==> src/hdl/i2cmw_pkg.sv <==
// ----------------------------------------------------------------------------
// i2cmw_pkg
// Shared types and constants for the I2C master write pin sequencer.
// ----------------------------------------------------------------------------
`default_nettype none

package i2cmw_pkg;

    // command codes as carried on the input tuser
    typedef enum logic [1:0] {
        CMD_START    = 2'd0,
        CMD_STOP     = 2'd1,
        CMD_WRITE    = 2'd2,
        CMD_WAIT_ACK = 2'd3
    } cmd_t;

    localparam int unsigned BYTE_W        = 8;
    localparam int unsigned HOLD_W        = 8;
    localparam logic [HOLD_W-1:0] HOLD_RESET = 8'd10;
    localparam int unsigned QUEUE_DEPTH   = 4;

    localparam int unsigned S_TDATA_W     = 16;
    localparam int unsigned M_TDATA_W     = 8;

    // step counter covers the 25 states of a byte write
    localparam int unsigned STEP_W        = 5;
    localparam logic [STEP_W-1:0] WRITE_TAIL_STEP = 5'd24;

    // bit phases within one data bit of a byte write
    typedef enum logic [1:0] {
        PH_SCL_LOW = 2'd0,
        PH_SET_SDA = 2'd1,
        PH_SCL_HI  = 2'd2
    } phase_t;

    // classified command as queued between front and back
    typedef struct packed {
        cmd_t              cmd;
        logic [BYTE_W-1:0] data_byte;
        logic              ack;      // wait-ack saw SDA low
    } cmd_item_t;

endpackage

`default_nettype wire

==> src/hdl/i2cmw_front.sv <==
// ----------------------------------------------------------------------------
// i2cmw_front
// Accepts command transactions, classifies them and queues them for the back.
// ----------------------------------------------------------------------------
`default_nettype none

module i2cmw_front #(
    parameter int unsigned DEPTH = i2cmw_pkg::QUEUE_DEPTH
) (
    input  wire logic                                  aclk,
    input  wire logic                                  aresetn,
    input  wire logic                                  s_axis_tvalid,
    output logic                                       s_axis_tready,
    input  wire logic [i2cmw_pkg::S_TDATA_W-1:0]       s_axis_tdata,
    input  wire logic [1:0]                            s_axis_tuser,
    output logic                                       q_valid,
    output i2cmw_pkg::cmd_item_t                       q_item,
    input  wire logic                                  q_pop
);

    localparam int unsigned PTR_W = (DEPTH > 1) ? $clog2(DEPTH) : 1;
    localparam int unsigned CNT_W = $clog2(DEPTH + 1);

    i2cmw_pkg::cmd_item_t mem [DEPTH];

    logic [PTR_W-1:0] wr_ptr_reg, wr_ptr_next;
    logic [PTR_W-1:0] rd_ptr_reg, rd_ptr_next;
    logic [CNT_W-1:0] count_reg,  count_next;

    i2cmw_pkg::cmd_item_t in_item;
    logic                 push;

    always_comb begin
        in_item.cmd       = i2cmw_pkg::cmd_t'(s_axis_tuser);
        in_item.data_byte = s_axis_tdata[i2cmw_pkg::BYTE_W-1:0];
        in_item.ack       = ~s_axis_tdata[i2cmw_pkg::BYTE_W];
    end

    assign s_axis_tready = (count_reg != CNT_W'(DEPTH));
    assign push          = s_axis_tvalid && s_axis_tready;
    assign q_valid       = (count_reg != '0);
    assign q_item        = mem[rd_ptr_reg];

    always_comb begin
        wr_ptr_next = wr_ptr_reg;
        rd_ptr_next = rd_ptr_reg;
        count_next  = count_reg;
        if (push) begin
            wr_ptr_next = (wr_ptr_reg == PTR_W'(DEPTH - 1)) ? '0 : wr_ptr_reg + 1'b1;
        end
        if (q_pop) begin
            rd_ptr_next = (rd_ptr_reg == PTR_W'(DEPTH - 1)) ? '0 : rd_ptr_reg + 1'b1;
        end
        if (push && !q_pop) begin
            count_next = count_reg + 1'b1;
        end else if (!push && q_pop) begin
            count_next = count_reg - 1'b1;
        end
    end

    always_ff @(posedge aclk) begin
        if (push) begin
            mem[wr_ptr_reg] <= in_item;
        end
    end

    always_ff @(posedge aclk) begin
        if (!aresetn) begin
            wr_ptr_reg <= '0;
            rd_ptr_reg <= '0;
            count_reg  <= '0;
        end else begin
            wr_ptr_reg <= wr_ptr_next;
            rd_ptr_reg <= rd_ptr_next;
            count_reg  <= count_next;
        end
    end

endmodule

`default_nettype wire

==> src/hdl/i2cmw_back.sv <==
// ----------------------------------------------------------------------------
// i2cmw_back
// Expands queued commands into SCL/SDA pin states, spaced by the hold time.
// ----------------------------------------------------------------------------
`default_nettype none

module i2cmw_back (
    input  wire logic                                  aclk,
    input  wire logic                                  aresetn,
    input  wire logic                                  cfg_wr_en,
    input  wire logic [i2cmw_pkg::HOLD_W-1:0]          cfg_wr_data,
    input  wire logic                                  q_valid,
    input  wire i2cmw_pkg::cmd_item_t                  q_item,
    output logic                                       q_pop,
    output logic                                       m_axis_tvalid,
    input  wire logic                                  m_axis_tready,
    output logic [i2cmw_pkg::M_TDATA_W-1:0]            m_axis_tdata,
    output logic                                       m_axis_tlast
);

    localparam int unsigned STEP_W = i2cmw_pkg::STEP_W;
    localparam int unsigned HOLD_W = i2cmw_pkg::HOLD_W;
    localparam int unsigned BYTE_W = i2cmw_pkg::BYTE_W;

    logic [HOLD_W-1:0]     hold_cycles_reg;
    logic [HOLD_W-1:0]     hold_cnt_reg,  hold_cnt_next;
    logic                  busy_reg,      busy_next;
    i2cmw_pkg::cmd_t       cmd_reg,       cmd_next;
    logic [BYTE_W-1:0]     byte_reg,      byte_next;
    logic                  ack_reg,       ack_next;
    logic [STEP_W-1:0]     step_reg,      step_next;
    i2cmw_pkg::phase_t     phase_reg,     phase_next;
    logic                  scl_level_reg, scl_level_next;
    logic                  sda_level_reg, sda_level_next;
    logic                  m_valid_reg,   m_valid_next;
    logic                  m_scl_reg,     m_sda_reg, m_ack_reg, m_last_reg;

    logic pin_scl, pin_sda, pin_ack, pin_last;
    logic emit;

    // pin state for the current step
    always_comb begin
        pin_scl  = 1'b0;
        pin_sda  = 1'b1;
        pin_ack  = 1'b0;
        pin_last = 1'b0;
        unique case (cmd_reg)
            i2cmw_pkg::CMD_START: begin
                priority if (step_reg == STEP_W'(0)) begin
                    pin_scl = scl_level_reg;
                    pin_sda = 1'b1;
                end else if (step_reg == STEP_W'(1)) begin
                    pin_scl = 1'b1;
                    pin_sda = 1'b1;
                end else if (step_reg == STEP_W'(2)) begin
                    pin_scl = 1'b1;
                    pin_sda = 1'b0;
                end else begin
                    pin_scl  = 1'b0;
                    pin_sda  = 1'b0;
                    pin_last = 1'b1;
                end
            end
            i2cmw_pkg::CMD_STOP: begin
                priority if (step_reg == STEP_W'(0)) begin
                    pin_scl = scl_level_reg;
                    pin_sda = 1'b0;
                end else if (step_reg == STEP_W'(1)) begin
                    pin_scl = 1'b1;
                    pin_sda = 1'b0;
                end else begin
                    pin_scl  = 1'b1;
                    pin_sda  = 1'b1;
                    pin_last = 1'b1;
                end
            end
            i2cmw_pkg::CMD_WRITE: begin
                if (step_reg == i2cmw_pkg::WRITE_TAIL_STEP) begin
                    pin_scl  = 1'b0;
                    pin_sda  = sda_level_reg;
                    pin_last = 1'b1;
                end else begin
                    unique case (phase_reg)
                        i2cmw_pkg::PH_SCL_LOW: begin
                            pin_scl = 1'b0;
                            pin_sda = sda_level_reg;
                        end
                        i2cmw_pkg::PH_SET_SDA: begin
                            pin_scl = 1'b0;
                            pin_sda = byte_reg[BYTE_W-1];
                        end
                        default: begin
                            pin_scl = 1'b1;
                            pin_sda = byte_reg[BYTE_W-1];
                        end
                    endcase
                end
            end
            default: begin
                // wait-ack: release SDA, raise SCL, then end on the sample
                priority if (step_reg == STEP_W'(0)) begin
                    pin_scl = scl_level_reg;
                    pin_sda = 1'b1;
                end else if (step_reg == STEP_W'(1)) begin
                    pin_scl  = 1'b1;
                    pin_sda  = 1'b1;
                    pin_last = ~ack_reg;
                end else begin
                    pin_scl  = 1'b0;
                    pin_sda  = 1'b1;
                    pin_ack  = 1'b1;
                    pin_last = 1'b1;
                end
            end
        endcase
    end

    assign emit  = busy_reg && (hold_cnt_reg == '0) && (!m_valid_reg || m_axis_tready);
    assign q_pop = !busy_reg && q_valid;

    always_comb begin
        busy_next      = busy_reg;
        cmd_next       = cmd_reg;
        byte_next      = byte_reg;
        ack_next       = ack_reg;
        step_next      = step_reg;
        phase_next     = phase_reg;
        scl_level_next = scl_level_reg;
        sda_level_next = sda_level_reg;
        hold_cnt_next  = hold_cnt_reg;
        m_valid_next   = m_valid_reg && !m_axis_tready;

        if (q_pop) begin
            busy_next  = 1'b1;
            cmd_next   = q_item.cmd;
            byte_next  = q_item.data_byte;
            ack_next   = q_item.ack;
            step_next  = '0;
            phase_next = i2cmw_pkg::PH_SCL_LOW;
        end

        if (emit) begin
            m_valid_next   = 1'b1;
            scl_level_next = pin_scl;
            sda_level_next = pin_sda;
            step_next      = step_reg + 1'b1;
            hold_cnt_next  = (hold_cycles_reg == '0) ? '0 : hold_cycles_reg - 1'b1;
            if (phase_reg == i2cmw_pkg::PH_SCL_HI) begin
                phase_next = i2cmw_pkg::PH_SCL_LOW;
                byte_next  = {byte_reg[BYTE_W-2:0], 1'b0};
            end else begin
                phase_next = i2cmw_pkg::phase_t'(phase_reg + 1'b1);
            end
            if (pin_last) begin
                busy_next = 1'b0;
            end
        end else if (hold_cnt_reg != '0) begin
            hold_cnt_next = hold_cnt_reg - 1'b1;
        end
    end

    always_ff @(posedge aclk) begin
        if (!aresetn) begin
            hold_cycles_reg <= i2cmw_pkg::HOLD_RESET;
            hold_cnt_reg    <= '0;
            busy_reg        <= 1'b0;
            step_reg        <= '0;
            phase_reg       <= i2cmw_pkg::PH_SCL_LOW;
            scl_level_reg   <= 1'b1;
            sda_level_reg   <= 1'b1;
            m_valid_reg     <= 1'b0;
        end else begin
            if (cfg_wr_en) begin
                hold_cycles_reg <= cfg_wr_data;
            end
            hold_cnt_reg  <= hold_cnt_next;
            busy_reg      <= busy_next;
            step_reg      <= step_next;
            phase_reg     <= phase_next;
            scl_level_reg <= scl_level_next;
            sda_level_reg <= sda_level_next;
            m_valid_reg   <= m_valid_next;
        end
    end

    always_ff @(posedge aclk) begin
        cmd_reg  <= cmd_next;
        byte_reg <= byte_next;
        ack_reg  <= ack_next;
        if (emit) begin
            m_scl_reg  <= pin_scl;
            m_sda_reg  <= pin_sda;
            m_ack_reg  <= pin_ack;
            m_last_reg <= pin_last;
        end
    end

    assign m_axis_tvalid = m_valid_reg;
    assign m_axis_tlast  = m_last_reg;
    assign m_axis_tdata  = {{(i2cmw_pkg::M_TDATA_W - 3){1'b0}}, m_ack_reg, m_sda_reg, m_scl_reg};

endmodule

`default_nettype wire

==> src/hdl/i2c_master_write_pin_sequencer_top.sv <==
// ----------------------------------------------------------------------------
// i2c_master_write_pin_sequencer_top
// Write-only I2C master: command transactions in, timed pin-state
// transactions out.
// ----------------------------------------------------------------------------
//  channel   | direction | tdata (low bit up)                | tuser | tlast
//  s_axis    | in        | data_byte[7:0], sda_in, 7'b0      | func  | -
//  m_axis    | out       | scl_out, sda_out, ack_seen, 5'b0  | -     | last
//  cfg       | in        | hold_cycles on cfg_wr_data        | -     | -
//
//  Start emits 4 states, stop 3, write byte 25, wait-ack 2 or 3. States of
//  one command are spaced by the back-end hold counter, which reloads from
//  hold_cycles on each state; the next queued command is loaded while that
//  count runs, so its first state follows the previous command's last state
//  at the same spacing or later. Commands are queued while the back end
//  works; m_axis stalls only stretch the spacing.
//  Reset leaves both lines released and hold_cycles 10.
// ----------------------------------------------------------------------------
`default_nettype none

module i2c_master_write_pin_sequencer_top #(
    parameter int unsigned QUEUE_DEPTH = i2cmw_pkg::QUEUE_DEPTH
) (
    input  wire logic                                  aclk,
    input  wire logic                                  aresetn,
    input  wire logic                                  cfg_wr_en,
    input  wire logic [i2cmw_pkg::HOLD_W-1:0]          cfg_wr_data,
    input  wire logic                                  s_axis_tvalid,
    output logic                                       s_axis_tready,
    // data_byte[7:0], sda_in[8], zero padding
    input  wire logic [i2cmw_pkg::S_TDATA_W-1:0]       s_axis_tdata,
    // func[1:0]
    input  wire logic [1:0]                            s_axis_tuser,
    output logic                                       m_axis_tvalid,
    input  wire logic                                  m_axis_tready,
    // scl_out[0], sda_out[1], ack_seen[2], zero padding
    output logic [i2cmw_pkg::M_TDATA_W-1:0]            m_axis_tdata,
    output logic                                       m_axis_tlast
);

    logic                 q_valid;
    logic                 q_pop;
    i2cmw_pkg::cmd_item_t q_item;

    i2cmw_front #(
        .DEPTH (QUEUE_DEPTH)
    ) u_front (
        .aclk          (aclk),
        .aresetn       (aresetn),
        .s_axis_tvalid (s_axis_tvalid),
        .s_axis_tready (s_axis_tready),
        .s_axis_tdata  (s_axis_tdata),
        .s_axis_tuser  (s_axis_tuser),
        .q_valid       (q_valid),
        .q_item        (q_item),
        .q_pop         (q_pop)
    );

    i2cmw_back u_back (
        .aclk          (aclk),
        .aresetn       (aresetn),
        .cfg_wr_en     (cfg_wr_en),
        .cfg_wr_data   (cfg_wr_data),
        .q_valid       (q_valid),
        .q_item        (q_item),
        .q_pop         (q_pop),
        .m_axis_tvalid (m_axis_tvalid),
        .m_axis_tready (m_axis_tready),
        .m_axis_tdata  (m_axis_tdata),
        .m_axis_tlast  (m_axis_tlast)
    );

endmodule

`default_nettype wire
==> config.mk <==
export PLATFORM = sky130hd
export DESIGN_NAME = i2c_master_write_pin_sequencer_top
export DESIGN_NICKNAME = d
export VERILOG_FILES = /design/src/hdl/i2cmw_pkg.sv /design/src/hdl/i2cmw_front.sv /design/src/hdl/i2cmw_back.sv /design/src/hdl/i2c_master_write_pin_sequencer_top.sv
export SDC_FILE = /design/constraint.sdc
export NUM_CORES = 1
export LEC_CHECK = 0
export BUFFER_PORTS_ARGS = -buffer_cell sky130_fd_sc_hd__clkbuf_2
export CELL_PAD_IN_SITES_DETAIL_PLACEMENT = 0
export CELL_PAD_IN_SITES_GLOBAL_PLACEMENT = 1
export CORE_MARGIN = 8
export CORE_UTILIZATION = 32
export CTS_BUF_LIST = sky130_fd_sc_hd__clkbuf_4 sky130_fd_sc_hd__clkbuf_8
export DETAILED_ROUTE_END_ITERATION = 10
export GPL_ROUTABILITY_DRIVEN = 0
export PLACE_DENSITY = 0.66
export REMOVE_ABC_BUFFERS = 1
export SLEW_MARGIN = 5
export SYNTH_ARGS = -nofsm -noshare
export SYNTH_HDL_FRONTEND = slang
export SYNTH_SLANG_ARGS = --single-unit
==> constraint.sdc <==
create_clock -name aclk -period 4.9 [get_ports aclk]
set_input_delay 0.245 -clock aclk [delete_from_list [all_inputs] [get_ports aclk]]
set_output_delay 0.245 -clock aclk [all_outputs]
set_load 0.05 [all_outputs]
==> metrics.md, run 1 <==
| Metric | Value |
|---|---|
| Outcome | completed |
| Main synth FF type | edfxtp_1 |
| RSZ-0062 raised after global routing | no |
| Crit Path Category | reg2reg |
| YS warnings | 0 |
| Top cell type's share of synthesized area | 0.358 |
| P_int | 1.57 mW |
| Post-DP HPWL | 5.35 mm |
| Post-synthesis cell area | 4270 um2 |
| Final Hold Violating Endpoints | 0 |
| Sequential Area | 2410 um2 |
| Setup clock skew after layout | 0.0117 ns |
| Chip width | 132 um |
| Max reg flops | 44 |
| Yosys top cell by area | edfxtp_1 |
| Per-cell routed wire length | 13.9 um |
| P per Cell Area | 507 nW/um2 |
| Synthesized area per cell | 12.3 um2 |
| Post-synth top cells | 51 x edfxtp_1, 44 x dfxtp_1, 20 x a21oi_1 |
| Pin count of the biggest net entering global routing | 28 |
| CTS Sinks | 95 |
| Startpoint types | register |
| Routed Antenna Nets | 0 |
| Post-cts sizing count | 0 |
| Critical path peak fanout | 19 |
| Dpl ws | 2.12 ns |
| Worst-margin pin slew | 0.859 ns |
| Layout fillers | 1303 |
| Fin util | 0.361 |
| Initial Util | 0.325 |
| Initial DRC Count | 136 |
| Slew headroom | 0.424 |
| Final Critical Period | 2.77 ns |
| Post-route setup slack | 2.13 ns |
| Final-report max-slew violation count | 0 |
| Part of the power in combinational logic | 0.311 |
| Mapped Cells | 348 |
| Vias | 2635 |
| P&R area growth vs syn | 11.0% |
| Seq/Total Area, Yosys | 0.564 |
| Worst min path class | in2reg |
| TritonCTS clock tree | built |
| Root buf cell | clkbuf_8 |
| Most common cell in the synthesized netlist | edfxtp_1 |
| TNS Setup | 0 ns |
| VDD IR max | 246 uV |
| Final Net Count | 418 |
| Power Total | 2.41 mW |
| Vias in the first global route | 2577 |
| Biggest register | u_front.mem |
| Yosys reg bits | 95 |
| All-Layer GR Usage | 0.0925 |
| Period utilization | 0.565 |
| Share of cells above drive strength 1 | 0.214 |
| Clock power share | 0.213 |
| Final setup viols | 0 |
| Overflow left after global routing | 0 |
| Worst reg2reg path depth | 7 |
| Flop pwr share | 0.476 |
| Htree depth | 3 |
| Vias per cell | 4.76 |
| Max-cap check violation count | 0 |
| Clk_lat worst skew | 0.38 ns |
| Hold buffer count at cts | 0 |
| CTS Buf Count | 9 |
| DR pass1 iterations | 4 |
| DIE HEIGHT | 132 um |
| Clock Pin Slew Worst Setup and Hold Paths | 0.10 ns |
| Net Sw Power | 0.834 mW |
| IO Pins | 42 |
| Crit path arrival time | 3.05 ns |
| Final WL | 7.72 mm |
| Distinct cells, synth | 55 |
| FMAX | 361 MHz |
| Cell Rows | 42 |
| Hold depth | 1 |
| Core Box Area | 13100 um2 |
| I/O Buffers | 29 |
| Top cells by area, synth | edfxtp_1 36%, dfxtp_1 21%, mux4_2 5.8% |
| Area of the multi-input gates | 1690 um2 |
| LEAKAGE | 1.74 nW |
| Crit path capture type | register |
| WP data required | 5.18 ns |
| Post-CTS Setup Bufs | 0 |
| Post-synth EDFFs | 51 |
| Drt drc | 0 |
| Asr flop ratio synth | 0 |
| Die footprint | 17300 um2 |
| Switching share of power | 0.347 |
| Diodes inserted | 0 |
| First-pass GRT wire length | 12.7 mm |
| CTS Buffer Depth | 2 |
| Initial antenna violation count | 0 |
-- cell usage in the layout (no fill, tap or decap), types with 2 or more instances in the layout --
cell,n
edfxtp_1,51
dfxtp_1,44
clkbuf_2,29
a21oi_1,20
nand2_1,19
inv_1,18
nor2_1,18
mux2_2,16
nand3_1,15
ha_1,13
mux4_2,11
nor3_1,10
o21ai_0,10
or3_1,9
clkbuf_8,9
mux2i_1,8
a31oi_1,6
and3_1,5
conb_1,5
nor3b_1,4
o211ai_1,4
xnor2_1,4
inv_8,4
nand2b_1,3
xor2_1,3
a41oi_1,2
a2111oi_0,2
a21boi_0,2
a211o_1,2
nand3b_1,2
or4_4,2
nor4_1,2
inv_6,2
-- kinds of logic after synthesis --
group | count (synthesis) | share of synthesized area
AND/OR/NAND/NOR | 101 | 0.136
flip-flops | 95 | 0.564
AO/OA/AOI/OAI | 55 | 0.0799
buffers and inverters | 40 | 0.0427
multiplexers | 35 | 0.119
adder cells (fa/ha/maj) | 14 | 0.0427
XOR/XNOR | 7 | 0.0143
other | 1 | 0.000877
-- routing by layer --
layer / GRT usage / share of wire
met5: 0 / 0
met4: 0.0536 / 0.017
met3: 0.0305 / 0.038
met2: 0.134 / 0.44
met1: 0.118 / 0.51
-- worst max-delay path: stages, from the launching register on --
cell      delay [ns]
dfxtp_1         0.35
inv_1           0.06
ha_1            0.17
nor3b_2         0.49
nand4_2         0.57
inv_2           0.51
nand3b_4        0.19
mux2_2          0.31
-- path summary, 6_finish.rpt --
| kind | startpoint | end | slack (ns) |
|---|---|---|---|
| setup / recovery | u_back.hold_cnt_reg[0]$_SDFFE_PN0P_ | u_back.byte_reg[4]$_DFF_P_ | 2.13 |
| hold reg to reg | u_back.sda_level_reg$_SDFFE_PN1N_ | u_back.sda_level_reg$_SDFFE_PN1N_ | 0.48 |
| hold / removal | s_axis_tuser[1] | u_front.mem[0][10]$_DFFE_PP_ | 0.07 |
| setup reg to reg | u_back.hold_cnt_reg[0]$_SDFFE_PN0P_ | u_back.byte_reg[4]$_DFF_P_ | 2.13 |
-- through the flow --
stage / instance area [um2] / std cells / hold slack [ns]
2_1_floorplan: 4180 / 332 / 0.307
3_3_place_gp: 4550 / 538 / 0.453
3_5_place_dp: 4550 / 538 / 0.460
4_1_cts: 4750 / 554 / 0.0475
5_1_grt: 4750 / 554 / 0.0510
6_report: 4750 / 554 / 0.0745
-- power by group through the flow --
| stage | clock, mW | combinational (mW) | sequential, mW |
|---|---|---|---|
| 5_1_grt | 0.564 | 0.836 | 1.17 |
| 3_3_place_gp | 0 | 0.740 | 1.16 |
| 4_1_cts | 0.536 | 0.755 | 1.15 |
| 6_report | 0.512 | 0.749 | 1.15 |
| 2_1_floorplan | 0 | 0.572 | 1.16 |
| 3_5_place_dp | 0 | 0.751 | 1.17 |
-- area by class of cell --
type / instances / share of cell area
clock buffer: 9 / 0.0261
tap: 176 / 0.0464
multi-input combinational: 217 / 0.357
timing repair buffer: 30 / 0.0322
inverter: 20 / 0.0158
clock inverter: 7 / 0.0142
sequential: 95 / 0.508
Power figures use the tool's default switching activity.
==> inputs of run 2 (changes only) <==
- ABC_AREA: not set -> 1
- PLACE_DENSITY: 0.66 -> 0.71
- clock period: 4.9 -> 2.5 ns (I/O delays scaled with it)
==> run 2 against run 1 <==
Area after synthesis rose by 3.0%. Clock skew up 0.00096 ns. Largest cell class unchanged. Worst setup slack worse by 1.6 ns. Power rose by 110%. Die area increased by 2.6%. Global-route usage increased by 0.60 points. Core utilization increased by 0.64 points. Routed wire length increased by 12%. Register-to-register slack got worse by 1.6 ns. Highest routed layer unchanged. Fmax increased by 42%. Synthesized cell count increased by 44%. Clock-buffer cell count unchanged.
==> metrics.md, run 2 <==
| Metric | Value |
|---|---|
| Outcome | completed (unchanged) |
| Layout fillers | 1411 (was 1303) |
| Vias per cell | 4.42 (was 4.76) |
| Cell Rows | 43 (was 42) |
| CTS Buffer Depth | 2 (unchanged) |
| Main synth FF type | edfxtp_1 (unchanged) |
| Slew headroom | 0.567 (was 0.424) |
| Pin count of the biggest net entering global routing | 24 (was 28) |
| Root buf cell | clkbuf_8 (unchanged) |
| Asr flop ratio synth | 0 (unchanged) |
| Vias in the first global route | 2977 (was 2577) |
| Final Net Count | 586 (was 418) |
| Diodes inserted | 0 (unchanged) |
| All-Layer GR Usage | 0.0985 (was 0.0925) |
| Reg2Reg Setup Slack | 0.55 ns (was 2.13 ns) |
| Die footprint | 17800 um2 (was 17300 um2) |
| Mapped Cells | 500 (was 348) |
| Per-cell routed wire length | 11.9 um (was 13.9 um) |
| Period utilization | 0.779 (was 0.565) |
| Cell Area, Placed | 4690 um2 (was 4550 um2) |
| Clock Pin Slew Worst Setup and Hold Paths | 0.10 ns (about the same) |
| Crit path capture type | register (unchanged) |
| Worst-margin pin slew | 0.649 ns (was 0.859 ns) |
| I/O Buffers | 29 (unchanged) |
| Initial antenna violation count | 0 (unchanged) |
| Worst min path class | in2reg (unchanged) |
| Multiplexer share of the synthesized area | 0 (was 0.119) |
| VDD IR max | 436 uV (was 246 uV) |
| DR pass1 iterations | 4 (unchanged) |
| P per Cell Area | 1020 nW/um2 (was 507 nW/um2) |
| Drt drc | 0 (unchanged) |
| Worst reg2reg startpoint | u_front.count_reg[0]$_SDFFE_PN0P_ (was u_back.hold_cnt_reg[0]$_SDFFE_PN0P_) |
| Final setup viols | 0 (unchanged) |
| CTS Buf Count | 9 (unchanged) |
| Clk_lat worst skew | 0.38 ns (about the same) |
| Final WL | 8.65 mm (was 7.72 mm) |
| Most frequent cells in the layout | 85 x nand2_1, 85 x nor2_1, 53 x inv_1 (was 51 x edfxtp_1, 44 x dfxtp_1, 29 x clkbuf_2) |
| Fin Hold WS | 0.0367 ns (was 0.0745 ns) |
| Post-cts sizing count | 0 (unchanged) |
| WP data required | 2.77 ns (was 5.18 ns) |
| Worst hold endpoint | u_back.hold_cycles_reg[6]$_SDFFE_PN0P_ (was u_front.mem[0][10]$_DFFE_PP_) |
| Final-report max-slew violation count | 0 (unchanged) |
| First-pass GRT wire length | 14.1 mm (was 12.7 mm) |
| Fin util | 0.368 (was 0.361) |
| Initial Util | 0.322 (was 0.325) |
| Largest family of logic cells by synthesized area | simple AND/OR/NAND/NOR gates (unchanged) |
| CTS Sinks | 95 (unchanged) |
| Startpoint types | register (unchanged) |
| Power Total | 5.14 mW (was 2.41 mW) |
| IO Pins | 42 (unchanged) |
| Distinct cells, synth | 36 (was 55) |
| RSZ-0062 raised after global routing | no (unchanged) |
| Crit Path Category | reg2reg (unchanged) |
| Fraction of the mapped netlist area in adder cells | 0.0415 (was 0.0427) |
| Post-synth top cells | 85 x nand2_1, 85 x nor2_1, 53 x inv_1 (was 51 x edfxtp_1, 44 x dfxtp_1, 20 x a21oi_1) |
| TritonCTS clock tree | built (unchanged) |
| Core Box Area | 13700 um2 (was 13100 um2) |
| P&R area growth vs syn | 14.1% (was 11.0%) |
| Post-DP HPWL | 6.02 mm (was 5.35 mm) |
| Post-synthesis simple-gate area fraction | 0.204 (was 0.136) |
| Hold depth | 3 (was 1) |
| FMAX | 513 MHz (was 361 MHz) |
| Worst reg2reg path depth | 9 (was 7) |
| Max reg flops | 44 (unchanged) |
| DIE HEIGHT | 133 um (was 132 um) |
| YS warnings | 0 (unchanged) |
| Vias | 3210 (was 2635) |
| Post-synthesis cell area | 4400 um2 (was 4270 um2) |
| Htree depth | 3 (unchanged) |
| Overflow left after global routing | 0 (unchanged) |
| Final Critical Period | 1.95 ns (was 2.77 ns) |
| Biggest register | u_front.mem (unchanged) |
| Initial DRC Count | 177 (was 136) |
| Synth Area in XOR/XNOR | 0.0219 (was 0.0143) |
| Reg-to-reg critical path endpoint | u_front.count_reg[1]$_SDFFE_PN0P_ (was u_back.byte_reg[4]$_DFF_P_) |
| Chip width | 133 um (was 132 um) |
| Synthesized area per cell | 8.81 um2 (was 12.3 um2) |
| Hold Crit Start | cfg_wr_data[6] (was s_axis_tuser[1]) |
| Post-CTS Setup Bufs | 0 (unchanged) |
| Yosys top cell by area | edfxtp_1 (unchanged) |
| Final instance area | 5020 um2 (was 4750 um2) |
| Setup clock skew after layout | 0.0127 ns (was 0.0117 ns) |
| Crit path arrival time | 2.21 ns (was 3.05 ns) |
| Critical path peak fanout | 9 (was 19) |
| LEAKAGE | 2.11 nW (was 1.74 nW) |
| Max-cap check violation count | 0 (unchanged) |
| Final Hold Violating Endpoints | 0 (unchanged) |
| TNS Setup | 0 ns (unchanged) |
| Top cells by area, synth | edfxtp_1 35%, dfxtp_1 20%, nand2_1 7.2% (was edfxtp_1 36%, dfxtp_1 21%, mux4_2 5.8%) |
| Routed Antenna Nets | 0 (unchanged) |
| Area fraction in compound gates after synthesis | 0.103 (was 0.0799) |
| Yosys reg bits | 95 (unchanged) |
| Seq/Total Area, Yosys | 0.548 (was 0.564) |
| Top cell type's share of synthesized area | 0.348 (was 0.358) |
| Share of cells above drive strength 1 | 0.121 (was 0.214) |
| Post-synth EDFFs | 51 (unchanged) |
| Hold buffer count at cts | 14 (was 0) |
-- run 2: cell types whose count changed after synthesis, sizes merged, moves of 6 or more --
cell / previous run / this run
nor3: 10 / 4
or3: 9 / 0
xor2: 3 / 9
a31oi: 6 / 0
a21oi: 20 / 30
o21ai: 10 / 51
inv: 19 / 55
mux2: 16 / 0
mux2i: 8 / 0
nand3: 15 / 27
mux4: 11 / 0
nand2: 19 / 88
nor2: 18 / 87
-- run 2: worst max-delay path by stage --
stage                                                    from                                 to  slack (ns)  cells past startpoint
after floorplan             u_front.count_reg[0]$_SDFFE_PN0P_  u_front.count_reg[1]$_SDFFE_PN0P_        0.27                      9
after global placement    u_back.hold_cnt_reg[0]$_SDFFE_PN0P_         u_back.byte_reg[3]$_DFF_P_        0.64                     10
after detailed placement    u_front.count_reg[0]$_SDFFE_PN0P_  u_front.count_reg[1]$_SDFFE_PN0P_        0.58                      9
after CTS                   u_front.count_reg[0]$_SDFFE_PN0P_  u_front.count_reg[1]$_SDFFE_PN0P_        0.55                      9
after global routing        u_front.count_reg[0]$_SDFFE_PN0P_  u_front.count_reg[2]$_SDFFE_PN0P_        0.31                     12
final                       u_front.count_reg[0]$_SDFFE_PN0P_  u_front.count_reg[1]$_SDFFE_PN0P_        0.55                      9
-- run 2: per-layer routing --
metal / vias up / track usage / routed length, um
li1: 1695 / - / -
met1: 1458 / 0.118 / 4110
met2: 40 / 0.162 / 4140
met3: 17 / 0.0248 / 225
met4: 0 / 0.0468 / 180
met5: - / 0 / 0
-- run 2: critical path, cell delays in order (launching register included) --
cell	delay [ns]
dfxtp_1	0.34
inv_1	0.11
nand3_1	0.10
nand2_1	0.26
inv_1	0.08
ha_1	0.19
inv_1	0.09
fa_1	0.42
o21ai_0	0.19
a21oi_1	0.05
-- run 2: through the flow --
| step | setup WS, ns | std cells |
|---|---|---|
| 6_report | 0.551 | 726 |
| 5_1_grt | 0.310 | 726 |
| 4_1_cts | 0.550 | 726 |
| 3_5_place_dp | 0.584 | 696 |
| 3_3_place_gp | 0.635 | 696 |
| 2_1_floorplan | 0.275 | 481 |
-- run 2: layout make-up --
| type | instances | area [um2] | share of cell area |
|---|---|---|---|
| Clock inverter | 7 | 65.1 | 0.0130 |
| Inverter | 57 | 216 | 0.0431 |
| Tap cell | 180 | 225 | 0.0448 |
| Clock buffer | 9 | 124 | 0.0247 |
| Timing Repair Buffer | 49 | 330 | 0.0658 |
| Sequential cell | 95 | 2410 | 0.480 |
| Multi-Input combinational cell | 329 | 1650 | 0.329 |
-- run 2: kinds of logic after synthesis --
group | Yosys count
other | 1
adder cells (fa/ha/maj) | 14
buffers and inverters | 80
XOR/XNOR | 11
AO/OA/AOI/OAI | 87
AND/OR/NAND/NOR | 212
flip-flops | 95
-- run 2: power breakdown --
part           internal [mW]  leakage [nW]  switching, mW
clock                  0.391         0.100          0.596
sequential              2.02         0.833          0.218
combinational          0.659          1.18           1.26
